$ cat config.mk
export PLATFORM = sky130hd
export DESIGN_NAME = drive_command_safety_gate
export DESIGN_NICKNAME = d
export VERILOG_FILES = /design/src/sv/dcsg_pkg.sv /design/src/sv/dcsg_state.sv /design/src/sv/dcsg_eval.sv /design/src/sv/dcsg_outbuf.sv /design/src/sv/drive_command_safety_gate.sv
export SDC_FILE = /design/constraint.sdc
export NUM_CORES = 1
export LEC_CHECK = 0
export ABC_AREA = 1
export BUFFER_PORTS_ARGS = -buffer_cell sky130_fd_sc_hd__buf_2
export CAP_MARGIN = 10
export CORE_MARGIN = 3
export CORE_UTILIZATION = 42
export DETAILED_ROUTE_END_ITERATION = 16
export PLACE_DENSITY = 0.68
export SKIP_LAST_GASP = 1
export SLEW_MARGIN = 20
export SYNTH_ARGS = -nofsm -noshare
export SYNTH_HDL_FRONTEND = slang
export SYNTH_HIERARCHICAL = 1
export SYNTH_SLANG_ARGS = --single-unit
$ cat constraint.sdc
create_clock -name clk -period 14.2 [get_ports clk]
set_input_delay 1.42 -clock clk [delete_from_list [all_inputs] [get_ports clk]]
set_output_delay 1.42 -clock clk [all_outputs]
set_load 0.05 [all_outputs]
$ cat src/sv/dcsg_pkg.sv
// Shared types and constants for the drive command safety gate.
// No dependencies; imported by every module of the block.
package dcsg_pkg;

  localparam int FRAC_BITS = 14;
  localparam logic signed [15:0] ONE_Q  = 16'(1 << FRAC_BITS);
  localparam logic signed [15:0] HALF_Q = 16'(1 << (FRAC_BITS - 1));

  localparam int CFG_IDX_W  = 4;
  localparam int CFG_DATA_W = 16;

  localparam logic [CFG_IDX_W-1:0] CFG_TIMEOUT_MS = CFG_IDX_W'(0);
  localparam logic [CFG_IDX_W-1:0] CFG_OUT_LIMIT  = CFG_IDX_W'(1);
  localparam logic [CFG_IDX_W-1:0] CFG_DEADZONE   = CFG_IDX_W'(2);
  localparam logic [CFG_IDX_W-1:0] CFG_REQ_NEUTRAL = CFG_IDX_W'(3);

  localparam logic [15:0] TIMEOUT_RST  = 16'd300;
  localparam logic [14:0] MAX_OUT_RST  = 15'd6554;
  localparam logic [14:0] DEADZONE_RST = 15'd819;

  localparam logic [16:0] ELAPSED_MAX = 17'h1FFFF;

  typedef enum logic [1:0] {
    REQ_DRIVE   = 2'd0,
    REQ_RESET   = 2'd1,
    REQ_TICK    = 2'd2,
    REQ_PUBLISH = 2'd3
  } req_t;

  typedef enum logic [2:0] {
    MODE_IDLE     = 3'd0,
    MODE_DRIVE    = 3'd1,
    MODE_TIMEOUT  = 3'd2,
    MODE_ESTOP    = 3'd3,
    MODE_RST_OK   = 3'd4,
    MODE_RST_DENY = 3'd5
  } mode_t;

  typedef struct packed {
    logic [15:0] timeout_ms;
    logic [14:0] out_limit;
    logic [14:0] deadzone;
    logic        req_neutral;
  } cfg_t;

  typedef struct packed {
    req_t               req;
    logic signed [15:0] thr;
    logic signed [15:0] ste;
    logic signed [15:0] brk;
    logic               en;
    logic               es;
    logic [31:0]        seq;
  } item_t;

  typedef struct packed {
    logic               have_command;
    logic               estop_latch;
    logic [16:0]        elapsed_ms;
    logic signed [15:0] thr;
    logic signed [15:0] ste;
    logic signed [15:0] brk;
    logic               en;
    logic               es;
    logic [31:0]        seq;
    logic [31:0]        publish_count;
  } gate_state_t;

  typedef struct packed {
    logic signed [15:0] safe_throttle;
    logic signed [15:0] safe_steering;
    logic [14:0]        safe_brake;
    logic               safe_enable;
    logic               safe_estop;
    logic [31:0]        drive_seq;
    mode_t              mode;
    logic               failsafe;
    logic               link_ok;
    logic signed [15:0] left_drive;
    logic signed [15:0] right_drive;
    logic [31:0]        status_seq;
  } res_t;

endpackage

$ cat src/sv/dcsg_state.sv
// Config registers and gate state (watchdog, estop latch, stored command).
// Depends on dcsg_pkg.
module dcsg_state import dcsg_pkg::*; (
  input  logic                  clk,
  input  logic                  rst_n,
  input  logic                  accept_i,
  input  item_t                 item_i,
  input  logic                  reset_ok_i,
  input  logic                  cfg_we_i,
  input  logic [CFG_IDX_W-1:0]  cfg_idx_i,
  input  logic [CFG_DATA_W-1:0] cfg_data_i,
  output cfg_t                  cfg_o,
  output gate_state_t           st_o
);

  cfg_t        cfg_r, cfg_nxt;
  logic        have_r, have_nxt;
  logic        latch_r, latch_nxt;
  logic [16:0] elapsed_r, elapsed_nxt;
  logic [31:0] pub_r, pub_nxt;
  logic signed [15:0] thr_r, ste_r, brk_r;
  logic        en_r, es_r;
  logic [31:0] seq_r;

  always_comb begin
    cfg_nxt = cfg_r;
    if (cfg_we_i) begin
      case (cfg_idx_i)
        CFG_TIMEOUT_MS:  cfg_nxt.timeout_ms = cfg_data_i;
        CFG_OUT_LIMIT:   cfg_nxt.out_limit = cfg_data_i[14:0];
        CFG_DEADZONE:    cfg_nxt.deadzone = cfg_data_i[14:0];
        CFG_REQ_NEUTRAL: cfg_nxt.req_neutral = cfg_data_i[0];
        default: ;
      endcase
    end
  end

  always_comb begin
    have_nxt    = have_r;
    latch_nxt   = latch_r;
    elapsed_nxt = elapsed_r;
    pub_nxt     = pub_r;
    if (accept_i) begin
      case (item_i.req)
        REQ_DRIVE: begin
          have_nxt    = 1'b1;
          elapsed_nxt = '0;
          latch_nxt   = latch_r | item_i.es;
        end
        REQ_TICK: begin
          if (elapsed_r != ELAPSED_MAX) elapsed_nxt = elapsed_r + 17'd1;
        end
        REQ_RESET: begin
          if (reset_ok_i) latch_nxt = 1'b0;
        end
        REQ_PUBLISH: pub_nxt = pub_r + 32'd1;
        default: ;
      endcase
    end
  end

  always_ff @(posedge clk) begin
    if (!rst_n) begin
      cfg_r     <= '{timeout_ms: TIMEOUT_RST, out_limit: MAX_OUT_RST,
                     deadzone: DEADZONE_RST, req_neutral: 1'b1};
      have_r    <= 1'b0;
      latch_r   <= 1'b0;
      elapsed_r <= '0;
      pub_r     <= '0;
    end else begin
      cfg_r     <= cfg_nxt;
      have_r    <= have_nxt;
      latch_r   <= latch_nxt;
      elapsed_r <= elapsed_nxt;
      pub_r     <= pub_nxt;
    end
  end

  // stored command words are only read once have_r is set
  always_ff @(posedge clk) begin
    if (accept_i && item_i.req == REQ_DRIVE) begin
      thr_r <= item_i.thr;
      ste_r <= item_i.ste;
      brk_r <= item_i.brk;
      en_r  <= item_i.en;
      es_r  <= item_i.es;
      seq_r <= item_i.seq;
    end
  end

  assign cfg_o = cfg_r;
  assign st_o  = '{have_command: have_r, estop_latch: latch_r, elapsed_ms: elapsed_r,
                   thr: thr_r, ste: ste_r, brk: brk_r, en: en_r, es: es_r,
                   seq: seq_r, publish_count: pub_r};

endmodule

$ cat src/sv/dcsg_eval.sv
// Combinational result logic: timeout, estop, deadzone/clamp, brake forcing, mix.
// Depends on dcsg_pkg.
module dcsg_eval import dcsg_pkg::*; (
  input  item_t       item_i,
  input  gate_state_t st_i,
  input  cfg_t        cfg_i,
  output logic        has_res_o,
  output logic        reset_ok_o,
  output res_t        res_o
);

  function automatic logic [16:0] abs17(input logic signed [15:0] v);
    logic signed [16:0] vx;
    vx = {v[15], v};
    return v[15] ? 17'(-vx) : 17'(vx);
  endfunction

  function automatic logic signed [15:0] gate_axis(input logic signed [15:0] v,
                                                   input logic [14:0] mx,
                                                   input logic [14:0] dz);
    logic signed [17:0] vx, hi;
    vx = {{2{v[15]}}, v};
    hi = {3'b000, mx};
    if (abs17(v) < {2'b00, dz}) return '0;
    if (vx > hi) return hi[15:0];
    if (vx < -hi) return 16'(-hi);
    return v;
  endfunction

  function automatic logic signed [15:0] clamp_one(input logic signed [17:0] v);
    logic signed [17:0] one;
    one = {{2{ONE_Q[15]}}, ONE_Q};
    if (v > one) return ONE_Q;
    if (v < -one) return 16'(-one);
    return v[15:0];
  endfunction

  logic               neutral, stale;
  logic signed [15:0] thr, ste, brk, brk_c;
  logic               en, es, fs;
  mode_t              mode;

  assign neutral = !st_i.have_command ||
                   (abs17(st_i.thr) <= {2'b00, cfg_i.deadzone} &&
                    abs17(st_i.ste) <= {2'b00, cfg_i.deadzone});
  assign reset_ok_o = !cfg_i.req_neutral || neutral;
  assign stale      = !st_i.have_command || (st_i.elapsed_ms > {1'b0, cfg_i.timeout_ms});
  assign has_res_o  = (item_i.req == REQ_RESET) || (item_i.req == REQ_PUBLISH);

  always_comb begin
    thr = '0;
    ste = '0;
    brk = ONE_Q;
    en  = 1'b0;
    es  = 1'b0;
    fs  = 1'b0;
    brk_c = st_i.brk[15] ? '0 : ((st_i.brk > ONE_Q) ? ONE_Q : st_i.brk);
    if (stale) begin
      // timeout wins over a latched stop but still reports the latch
      es   = st_i.estop_latch;
      fs   = 1'b1;
      mode = MODE_TIMEOUT;
    end else if (st_i.estop_latch) begin
      es   = 1'b1;
      fs   = 1'b1;
      mode = MODE_ESTOP;
    end else begin
      thr = gate_axis(st_i.thr, cfg_i.out_limit, cfg_i.deadzone);
      ste = gate_axis(st_i.ste, cfg_i.out_limit, cfg_i.deadzone);
      brk = brk_c;
      en  = st_i.en;
      es  = st_i.es;
      if (!st_i.en || brk_c >= HALF_Q) begin
        thr = '0;
        ste = '0;
        brk = ONE_Q;
        en  = st_i.en && !st_i.es;
      end
      mode = (abs17(thr) <= {2'b00, cfg_i.deadzone} &&
              abs17(ste) <= {2'b00, cfg_i.deadzone}) ? MODE_IDLE : MODE_DRIVE;
    end
  end

  always_comb begin
    res_o = '0;
    if (item_i.req == REQ_RESET) begin
      res_o.mode = reset_ok_o ? MODE_RST_OK : MODE_RST_DENY;
    end else begin
      res_o.safe_throttle = thr;
      res_o.safe_steering = ste;
      res_o.safe_brake    = brk[14:0];
      res_o.safe_enable   = en;
      res_o.safe_estop    = es;
      res_o.drive_seq     = st_i.have_command ? st_i.seq : '0;
      res_o.mode          = mode;
      res_o.failsafe      = fs;
      res_o.link_ok       = st_i.have_command && !stale;
      res_o.left_drive    = clamp_one(18'(thr) + 18'(ste));
      res_o.right_drive   = clamp_one(18'(thr) - 18'(ste));
      res_o.status_seq    = st_i.publish_count;
    end
  end

endmodule

$ cat src/sv/dcsg_outbuf.sv
// Result register with a one-word skid stage so the input side keeps flowing.
// Depends on dcsg_pkg.
module dcsg_outbuf import dcsg_pkg::*; (
  input  logic clk,
  input  logic rst_n,
  input  logic push_i,
  input  res_t res_i,
  input  logic out_stall_i,
  output logic out_valid_o,
  output res_t out_o,
  output logic full_o
);

  logic out_valid_r, out_valid_nxt;
  logic skid_valid_r, skid_valid_nxt;
  res_t out_r, out_nxt;
  res_t skid_r, skid_nxt;

  always_comb begin
    out_valid_nxt  = out_valid_r;
    out_nxt        = out_r;
    skid_valid_nxt = skid_valid_r;
    skid_nxt       = skid_r;
    if (out_valid_r && out_stall_i) begin
      if (push_i) begin
        skid_valid_nxt = 1'b1;
        skid_nxt       = res_i;
      end
    end else if (skid_valid_r) begin
      out_valid_nxt  = 1'b1;
      out_nxt        = skid_r;
      skid_valid_nxt = push_i;
      if (push_i) skid_nxt = res_i;
    end else begin
      out_valid_nxt = push_i;
      if (push_i) out_nxt = res_i;
    end
  end

  always_ff @(posedge clk) begin
    if (!rst_n) begin
      out_valid_r  <= 1'b0;
      skid_valid_r <= 1'b0;
    end else begin
      out_valid_r  <= out_valid_nxt;
      skid_valid_r <= skid_valid_nxt;
    end
  end

  always_ff @(posedge clk) begin
    out_r  <= out_nxt;
    skid_r <= skid_nxt;
  end

  assign out_valid_o = out_valid_r;
  assign out_o       = out_r;
  assign full_o      = skid_valid_r;

  a_skid_behind_out: assert property (@(posedge clk) disable iff (!rst_n)
    skid_valid_r |-> out_valid_r)
    else $error("skid word held with empty output register");

  a_stall_to_skid: assert property (@(posedge clk) disable iff (!rst_n)
    (out_valid_r && out_stall_i && push_i) |=> (skid_valid_r && skid_r == $past(res_i)))
    else $error("word pushed during stall not captured in skid");

  a_direct_load: assert property (@(posedge clk) disable iff (!rst_n)
    ((!out_valid_r || !out_stall_i) && !skid_valid_r && push_i)
      |=> (out_valid_r && out_r == $past(res_i)))
    else $error("pushed word not loaded into output register");

  a_skid_drain: assert property (@(posedge clk) disable iff (!rst_n)
    (skid_valid_r && !out_stall_i) |=> (out_valid_r && out_r == $past(skid_r)))
    else $error("skid word lost when output drained");

endmodule

$ cat src/sv/drive_command_safety_gate.sv
// Drive command safety gate top level: input handshake, state, result logic, output buffer.
// Latency: a reset or publish word shows on out_ the cycle after acceptance unless out_stall
// holds the output register; then it waits in the skid stage. Drive and tick items: no word.
// Throughput: one item per cycle; in_stall rises only when both buffer slots are occupied.
// Reset: synchronous active-low rst_n clears the watchdog, latch, publish counter and
// buffers, and loads the register defaults; config writes are always taken (cfg_ready=1).
module drive_command_safety_gate import dcsg_pkg::*; (
  input  logic                  clk,
  input  logic                  rst_n,
  input  logic                  in_valid,
  output logic                  in_stall,
  input  logic [1:0]            in_req_type,
  input  logic signed [15:0]    in_throttle_in,
  input  logic signed [15:0]    in_steering_in,
  input  logic signed [15:0]    in_brake_in,
  input  logic                  in_enable_in,
  input  logic                  in_estop_in,
  input  logic [31:0]           in_cmd_seq,
  output logic                  out_valid,
  input  logic                  out_stall,
  output logic signed [15:0]    out_safe_throttle,
  output logic signed [15:0]    out_safe_steering,
  output logic [14:0]           out_safe_brake,
  output logic                  out_safe_enable,
  output logic                  out_safe_estop,
  output logic [31:0]           out_drive_seq,
  output logic [2:0]            out_mode,
  output logic                  out_failsafe,
  output logic                  out_link_ok,
  output logic signed [15:0]    out_left_drive,
  output logic signed [15:0]    out_right_drive,
  output logic [31:0]           out_status_seq,
  input  logic                  cfg_valid,
  output logic                  cfg_ready,
  input  logic [CFG_IDX_W-1:0]  cfg_index,
  input  logic [CFG_DATA_W-1:0] cfg_data
);

  item_t       item;
  gate_state_t st;
  cfg_t        cfg;
  res_t        res, out_word;
  logic        accept, has_res, reset_ok, full;

  assign item = '{req: req_t'(in_req_type), thr: in_throttle_in, ste: in_steering_in,
                  brk: in_brake_in, en: in_enable_in, es: in_estop_in, seq: in_cmd_seq};

  assign in_stall  = full;
  assign accept    = in_valid && !full;
  assign cfg_ready = 1'b1;

  dcsg_state u_state (
    .clk       (clk),
    .rst_n     (rst_n),
    .accept_i  (accept),
    .item_i    (item),
    .reset_ok_i(reset_ok),
    .cfg_we_i  (cfg_valid && cfg_ready),
    .cfg_idx_i (cfg_index),
    .cfg_data_i(cfg_data),
    .cfg_o     (cfg),
    .st_o      (st)
  );

  dcsg_eval u_eval (
    .item_i    (item),
    .st_i      (st),
    .cfg_i     (cfg),
    .has_res_o (has_res),
    .reset_ok_o(reset_ok),
    .res_o     (res)
  );

  dcsg_outbuf u_outbuf (
    .clk        (clk),
    .rst_n      (rst_n),
    .push_i     (accept && has_res),
    .res_i      (res),
    .out_stall_i(out_stall),
    .out_valid_o(out_valid),
    .out_o      (out_word),
    .full_o     (full)
  );

  assign out_safe_throttle = out_word.safe_throttle;
  assign out_safe_steering = out_word.safe_steering;
  assign out_safe_brake    = out_word.safe_brake;
  assign out_safe_enable   = out_word.safe_enable;
  assign out_safe_estop    = out_word.safe_estop;
  assign out_drive_seq     = out_word.drive_seq;
  assign out_mode          = out_word.mode;
  assign out_failsafe      = out_word.failsafe;
  assign out_link_ok       = out_word.link_ok;
  assign out_left_drive    = out_word.left_drive;
  assign out_right_drive   = out_word.right_drive;
  assign out_status_seq    = out_word.status_seq;

endmodule
==> results.yml <==
synthesis:
  yosys-top-cells-area: "edfxtp_1, nand2_1, ha_1"
  synth_fa_ha_area_share_pct: 8.33
  synth_area_sq_um: 26900
  synth.top_cell.area_share_pct: 42.6
  synthFlopType: "edfxtp_1"
  synthSimpleGateAreaFrac_pct: 26.0
  synth_compound_area_share_pct: 6.07
  synth.distinct_cells: 56
  synth_edf_count: 382
  synth_seq_cells: 482
  synth_top_family_by_area: "simple AND/OR/NAND/NOR gates"
  synth_common_cells: "nand2_1, edfxtp_1, nor2_1, inv_1, ha_1"
  syn_inst: 3116
  ys_async_sr_fraction_pct: 0
  avgSynthCellArea_sq_um: 8.64
  yosysMostFrequentCell: "nand2_1"
  synth-xor-area-share_pct: 2.86
  synth_top_cell_by_area: "edfxtp_1"
  synth_fp_nets: 3403
  yosysSeqAreaShare_pct: 50.1
  yosys_warnings: 6
  synthMuxAreaShare_pct: 0
floorplan:
  io_pins: 262
  die_area_sq_um: 67200
  die_x_um: 259
  rows: 92
  coreArea_sq_um: 63200
  die_y_um: 259
  start_util_pct: 42.6
critical_path:
  cp_common_cell: "nor2_1"
  crit_fanout: 20
  critical_path_class: "flip-flop to flip-flop"
  cpPeakStageDelay_ns: 0.72
  critical_path.slowest_cell: "o21ai_1"
  crit_required_ns: 14.67
  start_kind: "flip-flop"
  worstPathArrival_ns: 7.92
  cp-end-kind: "flip-flop"
routing:
  ant_nets: 0
  drc_errors: 0
  wire_per_inst_um: 17.8
  first_iter_violations: 1922
  vias_per_cell: 5.11
  num_vias: 21700
  drt-pass1-iter-count: 6
  wirelength_um: 75200
sta:
  skew_ns: 0.0299
  final.setup.worst_slack_ns: 6.75
  tns_ns: 0
  fin_crit_sh_pct: 52.5
  whs_ns: 0.464
  relSlewSlack_pct: 29.6
  worst_slew_pin_slew_ns: 1.06
  final_hold_viol_count: 0
  setup_viol: 0
  rsz0062_at_grt: "false"
  finalMaxSlewViolations: 0
  period_needed_ns: 7.45
  fmax_mhz: 134
job:
  maxCapViolations: 0
finish:
  drive_above_1_share_pct: 13.6
  syn_to_final_growth_pct: 13.5
  fin_nets: 3624
power_and_ir_drop:
  swShare_pct: 25.7
  p_leak_nw: 13.4
  clockPowerShare_pct: 41.0
  p_seq_share_pct: 48.8
  comb_power_share_pct: 10.2
  internal_power_w: 0.00240
  peakVddDrop_uv: 88.1
  p_sw_w: 0.000829
  power.density_nw_per_um2: 106
place:
  io_buffers: 260
  dp_hpwl_um: 54000
  gp_congestion: 0.973
  pre_cts_slack_ns: 6.92
clocking:
  cts_hold_buffers: 0
  insertion_delay_ns: 0.61
  clk_pin_slew_worst_paths_ns: 0.06
  root_buffer: "clkbuf_16"
  numCtsBuffers: 52
  cts_resized: 0
  htree_levels: 2
  cts_tree: "done"
  post_cts_buffers: 0
  clockBufferDepth: 3
  cts_sinks: 482
grt:
  first_global_vias: 20200
  grt_usage_pct: 21.8
  grt_max_degree: 90
  grt_antenna_before_repair: 9
  grt_pass1_wl_um: 114000
  grt_overflow: 0
status:
  status: "finished clean"
min_path:
  min_path_type: "flip-flop to flip-flop"
[layer usage]
| layer | wire length, um | global-route usage (%) | vias up |
|---|---|---|---|
| met3 | 5090 | 3.36 | 155 |
| met1 | 33700 | 30.5 | 10000 |
| met2 | 33700 | 34.1 | 798 |
| met4 | 2800 | 8.32 | 0 |
| li1 | - | - | 10700 |
| met5 | 0 | 0 | - |
[flip-flops by register name (all words and copies together), names as in the netlist]
name                  cells
u_state/thr_r            16
u_state/pub_r            32
u_state/latch_r           1
u_state/have_r            1
u_state/seq_r            32
u_state/ste_r            16
u_state/en_r              1
u_outbuf/out_valid_o      1
u_state/brk_r            16
u_state/elapsed_r        17
u_state/es_r              1
u_state/cfg_o            47
u_outbuf/full_o           1
u_outbuf/skid_r         150
u_outbuf/out_o          150
[critical path: cells and delay by family (launching register included)]
family | cells | cell delay, ns
AOI/OAI and AO/OA | 6 | 1.50
xor gates and xnor gates | 2 | 0.51
adders and majority gates | 3 | 0.85
buffers and inverters | 7 | 0.82
DFF | 1 | 0.32
and+or+nand+nor | 26 | 3.33
[power by group through the flow]
stage	Sequential (W)	Combinational, W	Clock, W
2_1_floorplan	0.00167	0.000171	0
5_1_grt	0.00158	0.000362	0.00142
6_report	0.00158	0.000329	0.00132
4_1_cts	0.00158	0.000327	0.00136
3_5_place_dp	0.00161	0.000326	0
3_3_place_gp	0.00160	0.000323	0
[cell type report]
type	instances	area (sq um)
Clock inverter	38	304
Inverter	320	1210
Multi-Input combinational cell	2207	11700
Sequential cell	482	13500
Timing Repair Buffer	274	1430
Clock buffer	59	1380
Antenna cell	9	22.5
Fill cell	6027	32600
Tap cell	846	1060
[worst paths after layout]
| kind | startpoint | end | slack [ns] | depth (start not counted) |
|---|---|---|---|---|
| setup reg to reg | u_state/cfg_o[17] | u_outbuf/out_o[53] | 6.75 | 44 |
| setup / recovery | u_state/cfg_o[17] | u_outbuf/out_o[53] | 6.75 | 44 |
| hold reg to reg | u_state/cfg_o[40] | u_state/cfg_o[40] | 0.46 | 2 |
| hold / removal | u_state/cfg_o[40] | u_state/cfg_o[40] | 0.46 | 2 |
[logic make-up (layout without fill, tap and decap cells)]
group           after synthesis  after routing
simple gates               1650           1650
flops                       482            482
buf+inv                     427            691
compound gates              289            289
fa+ha+maj                   178            178
xor+xnor                     88             88
other cells                   2             11
[stage by stage]
step           area [sq um]  total power, W  util [%]  std cells
4_1_cts               30500         0.00326      48.3       4225
6_report              30600         0.00323      48.4       4235
3_5_place_dp          28800         0.00193      45.6       4128
3_3_place_gp          28800         0.00193      45.6       4128
2_1_floorplan         26900         0.00184         -       3116
5_1_grt               30600         0.00336      48.4       4233
[layout by cell type, fill, tap and decap left out, types with 14 or more instances in the layout]
cell type / n
nand2_1: 965
edfxtp_1: 382
nor2_1: 338
inv_1: 307
buf_2: 260
ha_1: 176
a21oi_1: 146
nand3_1: 134
dfxtp_1: 99
xor2_1: 76
o21ai_0: 66
nor3_1: 59
clkbuf_16: 54
nand4_1: 34
nand2_2: 32
clkinv_1: 18
nor3b_1: 17
nor2_2: 15
nand3_2: 14
No activity file was read; power rests on OpenSTA's default activity.
